`config.mk`:
```
export PLATFORM = sky130hd
export DESIGN_NAME = awvn_mul
export DESIGN_NICKNAME = d
export VERILOG_FILES = /design/src/design/awvn_pkg.sv /design/src/design/awvn_mul.sv
export SDC_FILE = /design/constraint.sdc
export NUM_CORES = 2
export LEC_CHECK = 0
export ABC_CLOCK_PERIOD_IN_PS = 10770
export BUFFER_PORTS_ARGS = -buffer_cell sky130_fd_sc_hd__buf_2
export CAP_MARGIN = 25
export CORE_MARGIN = 5
export CORE_UTILIZATION = 60
export DETAILED_ROUTE_END_ITERATION = 8
export MAX_ROUTING_LAYER = met4
export PLACE_DENSITY = 0.84
export REMOVE_ABC_BUFFERS = 1
export SLEW_MARGIN = 20
export SYNTH_ARGS = -nofsm -noshare
export SYNTH_HDL_FRONTEND = slang
export SYNTH_SLANG_ARGS = --single-unit
```
`constraint.sdc`:
```
create_clock -name i_clk -period 10.77 [get_ports i_clk]
set_input_delay 0.5385 -clock i_clk [delete_from_list [all_inputs] [get_ports i_clk]]
set_output_delay 0.5385 -clock i_clk [all_outputs]
set_load 0.005 [all_outputs]
```
`src/design/awvn_pkg.sv`:
```
// Package for the area-weighted vertex normal block: field widths, command codes
// and the saturating accumulator add. It has no dependencies.
`timescale 1ns / 1ps

package awvn_pkg;

    localparam int VERTEX_COUNT_DEF = 4096;
    localparam int FRAC_BITS_DEF    = 20;

    localparam int IDX_W   = 12;
    localparam int POS_W   = 24;
    localparam int EDGE_W  = 25;
    localparam int ACC_W   = 40;
    localparam int OUT_W   = 18;
    localparam int MUL_W   = 32;
    localparam int PROD_W  = 64;
    localparam int CR_W    = 51;
    localparam int H_W     = 52;
    localparam int MAG_W   = 30;
    localparam int SQ_W    = 62;
    localparam int ROOT_W  = 32;
    localparam int QUO_W   = 17;
    localparam int NUM_W   = 47;
    localparam int SQRT_STEPS = 32;

    typedef enum logic [1:0] {
        CMD_LOAD = 2'd0,
        CMD_TRI  = 2'd1,
        CMD_READ = 2'd2,
        CMD_NONE = 2'd3
    } t_cmd;

    localparam logic signed [H_W:0] SUM_MAX =
        {{(H_W - ACC_W + 2){1'b0}}, {(ACC_W - 1){1'b1}}};
    localparam logic signed [H_W:0] SUM_MIN =
        {{(H_W - ACC_W + 2){1'b1}}, {(ACC_W - 1){1'b0}}};

    function automatic logic signed [ACC_W-1:0] sat_add(
        input logic signed [ACC_W-1:0] a,
        input logic signed [H_W-1:0]   h
    );
        logic signed [H_W:0] s;
        s = (H_W + 1)'(a) + (H_W + 1)'(h);
        if (s > SUM_MAX) begin
            return SUM_MAX[ACC_W-1:0];
        end else if (s < SUM_MIN) begin
            return SUM_MIN[ACC_W-1:0];
        end
        return s[ACC_W-1:0];
    endfunction

endpackage

```
`src/design/awvn_mul.sv`:
```
// Shared signed multiplier with a registered product.
// Depends on awvn_pkg for operand and product widths.
`timescale 1ns / 1ps

module awvn_mul (
    input  logic                             i_clk,
    input  logic signed [awvn_pkg::MUL_W-1:0]  i_a,
    input  logic signed [awvn_pkg::MUL_W-1:0]  i_b,
    output logic signed [awvn_pkg::PROD_W-1:0] o_p
);
    import awvn_pkg::*;

    logic signed [PROD_W-1:0] r_p;

    always_ff @(posedge i_clk) begin
        r_p <= i_a * i_b;
    end

    assign o_p = r_p;
endmodule

```
==> impl_metrics.env <==
export IMPL_run_status="completed"
export IMPL_end_kind="flip-flop"
export IMPL_fin_crit_sh_pct=82.8
export IMPL_synth_area_top_cells="fa_1 (58%), inv_1 (9.6%), and2_1 (8.7%)"
export IMPL_ys_flop_type="dfxtp_1"
export IMPL_finalSetupViolCount=0
export IMPL_cts_tree="built"
export IMPL_cp_startpoint="i_a[31]"
export IMPL_final_layout_size_suffix_gt1_share_pct=4.83
export IMPL_hold_buffers=0
export IMPL_ys_warn_count=0
export IMPL_port_buffers=128
export IMPL_drt_pass1_iterations=7
export IMPL_hold_end="o_p[0]$_DFF_P_"
export IMPL_worstSetupPathType="in -> reg"
export IMPL_synthArstFlopShare_pct=0
export IMPL_overflow=0
export IMPL_hp_start="i_b[0]"
export IMPL_hold_viol_final=0
export IMPL_yosysUniqueCellTypes=63
export IMPL_ios=129
export IMPL_seq_area_frac_synth_pct=3.44
export IMPL_yosys_register_bits=64
export IMPL_grt_max_degree=33
export IMPL_clkSlewWorstSetupHoldPaths_ns=0.08
export IMPL_grt_usage_pct=32.0
export IMPL_postSynthCellCount=3884
export IMPL_drtIter0Drc=2090
export IMPL_die_width_um=259
export IMPL_synth_edff_count=0
export IMPL_cts_sinks=64
export IMPL_cp_max_fo=32
export IMPL_synth_top_area_share_pct=58.2
export IMPL_grt_first_pass_wirelength_um=163000
export IMPL_die_height_um=259
export IMPL_yosysTopAreaCell="fa_1"
export IMPL_layout_commonest_cell="fa_1"
export IMPL_seqCellArea_um2=1280
export IMPL_multi_input_area_um2=31600
export IMPL_clk_path_buf_depth=2
export IMPL_start_kind="primary input"
export IMPL_path_common_cell="fa_1"
export IMPL_cp_required_ns=11.07
export IMPL_rsz0062_at_grt="false"
export IMPL_wire_per_inst_um=21.1
export IMPL_rows=91
export IMPL_netlist_area_um2=37200
export IMPL_initial_core_util_pct=60.5
export IMPL_fin_crit_ns=8.92
export IMPL_drc_errors=0
export IMPL_path_delay_family="adder cells"
export IMPL_finalNetCount=5173
export IMPL_path_buf_inv=8
export IMPL_tightest_slew_ns=0.976
export IMPL_hold_depth=2
export IMPL_drt_antenna_violating_nets=0
export IMPL_crit_path_max_incr_delay_ns=0.88
export IMPL_slew_violations=0
export IMPL_tns_ns=0
export IMPL_pre_cts_slack_ns=1.63
export IMPL_relSlewSlack_pct=34.9
export IMPL_htreeDepth=3
export IMPL_postCtsSetupBuffers=0
export IMPL_antenna_found_initial=3
export IMPL_cp_slowest_cell="fa_1"
export IMPL_dr_total_vias=26400
export IMPL_largest_reg_flops=64
export IMPL_fill_cells=4817
export IMPL_hold_path_class="in -> reg"
export IMPL_cts_resized=0
export IMPL_place_congestion=0.978
export IMPL_mostFrequentLayoutCells="fa_1 (1082), inv_1 (952), and2_1 (516), nand2_1 (511), ha_1 (184)"
export IMPL_dieArea_um2=67200
export IMPL_maxCapViolCount=0
export IMPL_syn_area_per_cell_um2=9.59
export IMPL_syn2layout_area_growth_pct=3.78
export IMPL_dpl_hpwl_um=80800
export IMPL_cts_buffers=9
export IMPL_arrival_ns=9.22
export IMPL_grt_pass1_vias=29800
export IMPL_worst_slack_ns=1.85
export IMPL_max_freq_ghz=0.112
export IMPL_drt_total_wl_um=99000
export IMPL_root_buffer="clkbuf_16"
export IMPL_routed_via_density=5.63
export IMPL_core_area_um2=61600
-- cell families after synthesis --
kind of cell / Yosys count / share of synthesized area (%)
AO/OA/AOI/OAI: 193 / 3.46
adder cells (fa/ha/maj): 1266 / 64.3
AND/OR/NAND/NOR: 1134 / 15.4
buffers and inverters: 1152 / 11.6
flip-flops: 64 / 3.44
XOR/XNOR: 75 / 1.76
-- final cells by class --
type                            count  share of cell area (%)
Timing Repair Buffer              147                    2.03
Tap cell                          837                    2.71
Antenna cell                        1                 0.00647
Sequential cell                    64                    3.32
Clock inverter                      7                   0.265
Inverter                          952                    9.25
Clock buffer                        9                   0.583
Multi-Input combinational cell   2668                    81.8
-- synthesized netlist by cell type (4+ instances only) --
cell      number
inv_1        952
clkbuf_1     195
o21bai_1      15
a21oi_1       68
fa_1        1082
a211oi_1       4
nand4_1        7
xnor2_1       53
o31ai_1        6
ha_1         184
or3_1          4
o21a_1         4
a21o_1        23
dfxtp_1       64
nand3_1       15
and3_1         7
and2_1       516
xor2_1        22
o21ai_0       28
nor3_1         6
nand2_1      511
nor2_1        42
a31oi_1       12
nand2b_1       9
-- worst max-delay path by stage --
stage	end	slack [ns]	depth (start not counted)
finish	o_p[62]$_DFF_P_	1.85	25
floorplan	o_p[62]$_DFF_P_	3.20	23
global placement	o_p[62]$_DFF_P_	1.91	25
detailed placement	o_p[62]$_DFF_P_	1.63	25
CTS	o_p[62]$_DFF_P_	1.97	25
global route	o_p[62]$_DFF_P_	1.44	25
-- stage by stage --
stage	hold slack (ns)	cell area, µm²	utilization (%)	instances
after detailed placement	0.917	38300	62.2	4668
after global routing	0.808	38600	62.7	4685
after floorplan	0.660	36500	-	3684
final	0.784	38600	62.7	4685
after CTS	0.763	38600	62.7	4684
after global placement	0.916	38300	62.2	4668
-- routing by layer --
layer  GRT usage [%]  routed length, µm  vias up
met2            49.9              47100     1408
met3            7.04              10100      251
met5               -                  0        -
met4            11.5               4430        0
met1            42.1              37400    13800
li1                -                  -    11000
Power is left out: the tool's default activity adds up to more than one toggle a clock period on the data nets, which glitch-free logic cannot reach.
