## src/design/awvn_pkg.sv

```systemverilog
// Package for the area-weighted vertex normal block: field widths, command codes
// and the saturating accumulator add. It has no dependencies.
`timescale 1ns / 1ps

package awvn_pkg;

    localparam int VERTEX_COUNT_DEF = 4096;
    localparam int FRAC_BITS_DEF    = 20;

    localparam int IDX_W   = 12;
    localparam int POS_W   = 24;
    localparam int EDGE_W  = 25;
    localparam int ACC_W   = 40;
    localparam int OUT_W   = 18;
    localparam int MUL_W   = 32;
    localparam int PROD_W  = 64;
    localparam int CR_W    = 51;
    localparam int H_W     = 52;
    localparam int MAG_W   = 30;
    localparam int SQ_W    = 62;
    localparam int ROOT_W  = 32;
    localparam int QUO_W   = 17;
    localparam int NUM_W   = 47;
    localparam int SQRT_STEPS = 32;

    typedef enum logic [1:0] {
        CMD_LOAD = 2'd0,
        CMD_TRI  = 2'd1,
        CMD_READ = 2'd2,
        CMD_NONE = 2'd3
    } t_cmd;

    localparam logic signed [H_W:0] SUM_MAX =
        {{(H_W - ACC_W + 2){1'b0}}, {(ACC_W - 1){1'b1}}};
    localparam logic signed [H_W:0] SUM_MIN =
        {{(H_W - ACC_W + 2){1'b1}}, {(ACC_W - 1){1'b0}}};

    function automatic logic signed [ACC_W-1:0] sat_add(
        input logic signed [ACC_W-1:0] a,
        input logic signed [H_W-1:0]   h
    );
        logic signed [H_W:0] s;
        s = (H_W + 1)'(a) + (H_W + 1)'(h);
        if (s > SUM_MAX) begin
            return SUM_MAX[ACC_W-1:0];
        end else if (s < SUM_MIN) begin
            return SUM_MIN[ACC_W-1:0];
        end
        return s[ACC_W-1:0];
    endfunction

endpackage

```

## src/design/awvn_div.sv

```systemverilog
// Restoring divider, one quotient bit per cycle; the quotient is known to fit
// in QUO_W bits. Depends on awvn_pkg for widths.
`timescale 1ns / 1ps

module awvn_div (
    input  logic                          i_clk,
    input  logic                          i_rst_n,
    input  logic                          i_start,
    input  logic [awvn_pkg::NUM_W-1:0]    i_num,
    input  logic [awvn_pkg::ROOT_W-1:0]   i_den,
    output logic                          o_done,
    output logic [awvn_pkg::QUO_W-1:0]    o_quo
);
    import awvn_pkg::*;

    logic [ROOT_W-1:0] r_rem, r_den;
    logic [QUO_W-1:0]  r_num, r_quo;
    logic [4:0]        r_cnt;
    logic              r_busy, r_done;
    logic [ROOT_W:0]   trial;
    logic              fits;

    assign trial = {r_rem, r_num[QUO_W-1]};
    assign fits  = trial >= {1'b0, r_den};

    always_ff @(posedge i_clk) begin
        if (!i_rst_n) begin
            r_busy <= 1'b0;
            r_done <= 1'b0;
            r_cnt  <= '0;
        end else begin
            r_done <= 1'b0;
            if (i_start) begin
                r_rem  <= ROOT_W'(i_num[NUM_W-1:QUO_W]);
                r_num  <= i_num[QUO_W-1:0];
                r_den  <= i_den;
                r_quo  <= '0;
                r_cnt  <= 5'(QUO_W);
                r_busy <= 1'b1;
            end else if (r_busy) begin
                r_rem  <= fits ? ROOT_W'(trial - {1'b0, r_den}) : trial[ROOT_W-1:0];
                r_quo  <= {r_quo[QUO_W-2:0], fits};
                r_num  <= r_num << 1;
                r_cnt  <= r_cnt - 5'd1;
                if (r_cnt == 5'd1) begin
                    r_busy <= 1'b0;
                    r_done <= 1'b1;
                end
            end
        end
    end

    assign o_done = r_done;
    assign o_quo  = r_quo;
endmodule

```

## config.mk

```make
export PLATFORM = sky130hd
export DESIGN_NAME = awvn_div
export DESIGN_NICKNAME = d
export VERILOG_FILES = /design/src/design/awvn_pkg.sv /design/src/design/awvn_div.sv
export SDC_FILE = /design/constraint.sdc
export NUM_CORES = 1
export LEC_CHECK = 0
export BUFFER_PORTS_ARGS = -buffer_cell sky130_fd_sc_hd__buf_2
export CORE_MARGIN = 2
export CORE_UTILIZATION = 55
export DETAILED_ROUTE_END_ITERATION = 12
export GPL_TIMING_DRIVEN = 0
export PLACE_DENSITY = 0.77
export SYNTH_ARGS = -nofsm -noshare
export SYNTH_HDL_FRONTEND = slang
export SYNTH_SLANG_ARGS = --single-unit
export TNS_END_PERCENT = 5
```

## constraint.sdc

```tcl
create_clock -name i_clk -period 4.2 [get_ports i_clk]
set_input_delay 0.21 -clock i_clk [delete_from_list [all_inputs] [get_ports i_clk]]
set_output_delay 0.21 -clock i_clk [all_outputs]
set_load 0.02 [all_outputs]
```

==> results of run 1 <==
[power by group through the flow]
stage,registers [µW],clock network (µW),logic (µW)
floorplan,1320,0,601
global placement,1320,0,779
detailed placement,1320,0,802
CTS,1300,781,832
global route,1310,819,925
finish,1300,766,836
[repair_timing]
action	in CTS	in global routing
hold buffers	32	0
buffers inserted	0	0
endpoints found under the hold margin	32	0
[registers in the layout, indices dropped and copies added, names as in the netlist]
register  flops
r_rem        32
r_busy        1
r_den        32
o_done        1
r_cnt         5
r_num        17
o_quo        17
[placed cells by master, fill, tap and decap left out, types with 4 or more instances in the layout]
master         count
clkbuf_8          10
nand3_1            8
edfxtp_1          98
o21a_1             5
inv_1             47
a21oi_1           40
mux2_2            35
dlygate4sd3_1     32
clkbuf_1          11
o21ai_1            6
mux2_1            15
buf_2            100
xor2_1            12
nor2_1            17
nor2b_1           24
nor4b_1            4
nor3_1             9
xnor2_1           18
dfxtp_1            7
a21o_1            14
o21bai_1           4
a31oi_1            5
nand2_1           36
o21ai_0            7
ha_1              34
[final timing paths]
kind,endpoint,depth (start not counted)
setup reg to reg,r_rem[17],11
hold / removal,r_cnt[4],2
setup / recovery,r_rem[17],11
hold reg to reg,r_cnt[1],2
[through the flow]
step	total power [µW]	hold slack, ns	std cells
floorplan	1920	0.309	536
global placement	2100	0.386	774
detailed placement	2120	0.388	774
CTS	2910	0.0650	822
global route	3050	0.0880	822
finish	2900	0.0912	822
[cells by family (layout without fill, tap and decap cells)]
kind of cell,count (synthesis),after routing,share of synthesized area [%]
and+or+nand+nor,135,135,11.9
AOI/OAI and AO/OA,114,114,12.5
DFF,105,105,50.1
buffers and inverters,64,210,4.37
muxes,53,53,9.63
adders and majority gates,35,35,7.23
xor gates and xnor gates,30,30,4.27
[worst register-to-register path: stages (launching register included)]
cell and delay, ns:
edfxtp_1 0.41, ha_1 0.40, a21o_1 0.21, a21o_1 0.18, a21oi_1 0.18, or3b_1 0.39, or2_1 0.26, a21oi_2 0.25
nand2_2 0.24, buf_2 0.31, mux2_1 0.34, mux2_2 0.26
[layer usage]
metal / global-route usage (%) / wire length, µm
met1: 31.1 / 6180
met2: 39.0 / 6370
met3: 3.97 / 615
met4: 8.86 / 218
met5: 0 / 0
[area by class of cell]
cell class	instances	area [µm²]	area share, %
Buffer	17	92.6	1.25
Clock buffer	11	141	1.91
Clock inverter	5	104	1.40
Inverter	47	176	2.38
Multi-Input combinational cell	367	2810	38.0
Sequential cell	105	3080	41.7
Tap cell	140	175	2.37
Timing Repair Buffer	130	811	11.0
==> metrics.md, run 1 <==
| Metric | Value |
|---|---|
| Final Hold Fails | 0 |
| Yosys top cell by area | edfxtp_1 |
| Yosys warns | 0 |
| Ys async rst share | 0% |
| Area Overhead vs Synth | 20.1% |
| Synth top cells by count | edfxtp_1, inv_1, a21oi_1, nand2_1, mux2_2 |
| Post-synth top flop | edfxtp_1 |
| Max-cap viol count | 0 |
| Launch point of the worst hold path | i_rst_n |
| Clk_lat worst skew | 0.40 ns |
| Clock Pin Slew Worst Setup and Hold Paths | 0.10 ns |
| Most used cell along the critical path | a21o_1 |
| Clk pwr share | 26.4% |
| Leak pwr | 0.00310 µW |
| Critical Path End Type | register |
| Drt drc | 0 |
| Final Max Tran Viols | 0 |
| Distinct cells, synth | 70 |
| Power density cells | 392 mW/mm² |
| Slew @ Worst Pin | 1.35 ns |
| Worst vdd ir | 0.000256 V |
| PnR worst setup slack | 0.543 ns |
| Root buf cell | clkbuf_8 |
| Setup CP Type | reg -> reg |
| Routed Antenna Nets | 0 |
| Max Clock Freq | 273 MHz |
| Sw Share | 29.1% |
| Number of synthesized flops with an enable pin | 98 |
| Worst EP arrival | 3.80 ns |
| Nets | 794 |
| Min Clock Period, post-route | 3.66 ns |
| Number of global-route vias before repair | 4,446 |
| Post-synthesis sequential area ratio | 50.1% |
| Final setup fails | 0 |
| Fill cells | 819 |
| Part of the power in registers | 44.7% |
| Pint | 2050 µW |
| Antenna violations before repair | 0 |
| Crit-path leading delay family | simple AND/OR/NAND/NOR gates |
| Design area | 0.00740 mm² |
| RSZ-0062 raised after global routing | no |
| Pre-CTS setup slack | 0.575 ns |
| Gpl congestion | 0.896 |
| Synthesized area | 0.00616 mm² |
| Placement row count | 38 |
| Post-Route Utilization | 67.9% |
| Starting Density | 56.6% |
| Core footprint | 0.0109 mm² |
| Tcrit/Tclk final | 87.1% |
| Hold Path Class | in -> reg |
| Die Area | 0.0121 mm² |
| First-pass GRT wire length | 21.4 mm |
| Gate power share | 28.9% |
| Post-DP HPWL | 9.32 mm |
| Mean Syn Cell Area | 11.5 µm² |
| Post-Syn Nets | 653 |
| Die X | 110 µm |
| CP required | 4.35 ns |
| Diode count | 0 |
| CP max-delay cell | edfxtp_1 |
| Area contributors post-synth | edfxtp_1, ha_1, mux2_2, a21oi_1, inv_1 |
| Layout cells sized above 1 | 25.2% |
| Worst-path cell chain | ha_1 -> a21o_1 -> a21o_1 -> a21oi_1 -> or3b_1 -> or2_1 -> a21oi_2 -> nand2_2 -> buf_2 -> mux2_1 -> mux2_2 |
| Setup_tns | 0 ns |
| Worst r2r src | r_rem[9] |
| Port-buffer cells | 98 |
| Post-synth top area share | 47.8% |
| Number of synthesized register bits | 105 |
| Post-synthesis cell count | 536 |
| Status | finished clean |
| DR WL/cell | 16.3 µm |
| Via density | 5.43 |
| CTS Buffer Depth | 2 |
| Die Y | 110 µm |
| FF-to-FF setup slack | 0.54 ns |
| DRT iter0 DRCs | 256 |
| Critical Path Start Type | register |
| Net switching power | 844 µW |
| Sink Count | 105 |
| Top-count cell post-synth | edfxtp_1 |
| Fin Clk Skew | 0.0142 ns |
| CTS tree | yes |
| Resize count post-CTS | 0 |
| Largest net degree at the start of global routing | 68 |
| Vias | 4,467 |
| All-layer global routing usage | 23.6% |
| Area of placed instances | 0.00683 mm² |
| Grt total ovfl | 0 |
| H-tree level count | 3 |
| Total Wirelength | 13.4 mm |
| Max-slew headroom | 10.1% |
| CP bufs+invs | 1 |
| Crit path launch | r_rem[9] |
| CTS buffer count | 9 |
| Initial DRT Pass Iterations | 5 |
| I/O pin count | 100 |
| Critical Path Fanout Max | 10 |
| Max incr delay on CP | 0.41 ns |
Note: power is estimated with default switching activity, not from simulation.
==> run 2, diff against run 1 <==
- CTS_BUF_LIST: not set -> sky130_fd_sc_hd__clkbuf_2
==> metrics.md, run 2 (synthesis results as in run 1) <==
| Metric | Value |
|---|---|
| Status | finished clean |
| Number of global-route vias before repair | 4,610 (+3.7%) |
| Hold Path Class | in -> reg |
| Post-DP HPWL | 9.32 mm (unchanged) |
| Most common cell after layout, fill and taps aside | buf_2 |
| Routed Antenna Nets | 0 (unchanged) |
| Nets | 844 (+6.3%) |
| CP bufs+invs | 1 (unchanged) |
| Worst EP arrival | 4.09 ns (+0.29 ns) |
| CP max-delay cell | edfxtp_1 |
| Clk pwr share | 21.5% (-4.9 points) |
| Largest net degree at the start of global routing | 68 (unchanged) |
| Regs by FF count | r_den x32, r_rem x32 |
| Gpl congestion | 0.896 (unchanged) |
| DRT iter0 DRCs | 235 (-8.2%) |
| Worst hold slack | 0.241 ns (+0.150 ns) |
| Port-buffer cells | 98 (unchanged) |
| Pint | 1930 µW (-6.0%) |
| RSZ-0062 raised after global routing | no |
| Vias | 4,698 (+5.2%) |
| Via density | 5.38 (-0.97%) |
| Max-cap viol count | 0 (unchanged) |
| Die Area | 0.0121 mm² (unchanged) |
| DR WL/cell | 16.2 µm (-0.59%) |
| Max-slew headroom | 38.0% (+28 points) |
| Met2 global-route usage | 41.3% (+2.3 points) |
| FF-to-FF setup slack | 0.52 ns (-0.02 ns) |
| Gate power share | 31.7% (+2.8 points) |
| PnR worst setup slack | 0.523 ns (-0.0200 ns) |
| CTS tree | yes |
| CTS buffer count | 9 (unchanged) |
| Die Y | 110 µm (unchanged) |
| Total Wirelength | 14.1 mm (+5.6%) |
| Tcrit/Tclk final | 87.5% (+0.48 points) |
| Worst vdd ir | 0.000201 V (-21%) |
| Starting Density | 56.6% (unchanged) |
| Commonest cells after routing, fill and taps aside | buf_2, edfxtp_1, dlygate4sd3_1, inv_1, a21oi_1 |
| Crit-path leading delay family | simple AND/OR/NAND/NOR gates |
| Worst-path cell chain | ha_1 -> a21o_1 -> a21o_1 -> a21oi_1 -> or3b_1 -> or2_1 -> a21oi_2 -> nand2_2 -> buf_2 -> mux2_1 -> mux2_2 |
| Worst r2r src | r_rem[9] |
| I/O pin count | 100 (unchanged) |
| Max incr delay on CP | 0.46 ns (+0.05 ns) |
| Part of the power in registers | 46.8% (+2.1 points) |
| Sink Count | 105 (unchanged) |
| FF-to-FF path depth | 11 (unchanged) |
| Core footprint | 0.0109 mm² (unchanged) |
| Fin Clk Skew | 0.0434 ns (+0.0292 ns) |
| Slew @ Worst Pin | 0.930 ns (-0.416 ns) |
| Most used routing layer | met2 |
| Launch point of the worst hold path | i_den[31] |
| Setup_tns | 0 ns (unchanged) |
| Critical Path End Type | register |
| Grt total ovfl | 0 (unchanged) |
| First-pass GRT wire length | 22.4 mm (+4.8%) |
| Final Max Tran Viols | 0 (unchanged) |
| Power density cells | 354 mW/mm² (-9.6%) |
| Drt drc | 0 (unchanged) |
| M3 GR Usage | 3.91% (-0.059 points) |
| Critical Path Fanout Max | 10 (unchanged) |
| Most used cell along the critical path | a21o_1 |
| Post-Layout Cell Count | 873 (+6.2%) |
| All-layer global routing usage | 24.6% (+1.0 points) |
| H-tree level count | 3 (unchanged) |
| Net switching power | 841 µW (-0.31%) |
| Fill cells | 783 (-4.4%) |
| Root buf cell | clkbuf_2 |
| Final Hold Fails | 0 (unchanged) |
| Min Clock Period, post-route | 3.68 ns (+0.0200 ns) |
| Pre-CTS setup slack | 0.575 ns (unchanged) |
| Setup CP Type | reg -> reg |
| Area Overhead vs Synth | 27.1% |
| CTS Buffer Depth | 2 (unchanged) |
| Post-CTS setup buffers | 0 (unchanged) |
| Final setup fails | 0 (unchanged) |
| Initial DRT Pass Iterations | 5 (unchanged) |
| Hold depth | 2 (unchanged) |
| Dpl cells | 774 (unchanged) |
| Placement row count | 38 (unchanged) |
| Worst R2R End | r_rem[15] |
| Die X | 110 µm (unchanged) |
| Leak pwr | 0.00328 µW (+6.0%) |
| Max Clock Freq | 272 MHz (-0.54%) |
| CP required | 4.61 ns (+0.26 ns) |
| Clock Pin Slew Worst Setup and Hold Paths | 0.30 ns (+0.20 ns) |
| Global routing usage on met1 | 32.6% (+1.5 points) |
| Hold Path End | r_den[31] |
| Critical Path Start Type | register |
| Antenna violations before repair | 1 (+1) |
| Sw Share | 30.3% (+1.2 points) |
| Layout cells sized above 1 | 23.6% (-1.6 points) |
| Clk_lat worst skew | 0.65 ns (+0.25 ns) |
run 2: changes by cell type in the layout (fill, tap and decap cells not counted):
cell           delta
buf_16            +1
clkbuf_1          -1
clkbuf_2         +10
clkbuf_8         -10
clkinv_1          +1
diode_2           +1
dlygate4sd3_1    +49
run 2: power by group through the flow:
stage / Sequential (µW) / Combinational, µW / Clock, µW
final: 1300 / 879 / 597
after global routing: 1310 / 967 / 648
after CTS: 1300 / 867 / 609
after detailed placement: 1320 / 802 / 0
after global placement: 1320 / 779 / 0
after floorplan: 1320 / 601 / 0
run 2: timing repair:
item	4_1_cts	5_1_grt
gates resized for setup	0	0
hold buffers	81	0
hold endpoints to repair	90	0
run 2: metal layers:
layer,part of all wire [%],wire (µm)
met4,1.1,158
met1,45,6420
met3,4.5,638
met2,49,6910
met5,0,0
run 2: cell type report:
type	instances	area [µm²]	area share (%)
antenna	1	2.50	0.0320
buffer	17	92.6	1.18
clock buffer	10	50.0	0.639
clock inverter	6	108	1.37
inverter	47	176	2.25
multi-input combinational	367	2810	35.9
sequential	105	3080	39.4
tap	140	175	2.24
timing repair buffer	180	1330	17.0
run 2: how the worst max path moves through the flow:
stage / startpoint / endpoint / cells past startpoint
2_1_floorplan: r_num[16] / r_rem[30] / 13
3_3_place_gp: r_rem[9] / r_rem[12] / 11
3_5_place_dp: r_rem[9] / r_rem[17] / 11
4_1_cts: r_rem[9] / r_rem[17] / 11
5_1_grt: r_rem[9] / r_rem[15] / 11
6_report: r_rem[9] / r_rem[15] / 11
run 2: worst reg2reg max path: cells and delay by family (launching register included):
| family | cells | cell delay, ns |
|---|---|---|
| adders and majority gates | 1 | 0.39 |
| muxes | 2 | 0.62 |
| DFF | 1 | 0.46 |
| AOI/OAI and AO/OA | 4 | 0.82 |
| and+or+nand+nor | 3 | 0.88 |
| buffers and inverters | 1 | 0.30 |
run 2: per-stage QoR:
| step | total power [µW] | utilization, % | area [µm²] |
|---|---|---|---|
| floorplan | 1920 | - | 6160 |
| global placement | 2100 | 62.7 | 6820 |
| detailed placement | 2120 | 62.7 | 6830 |
| CTS | 2770 | 71.6 | 7800 |
| global route | 2920 | 71.9 | 7830 |
| finish | 2770 | 71.9 | 7830 |
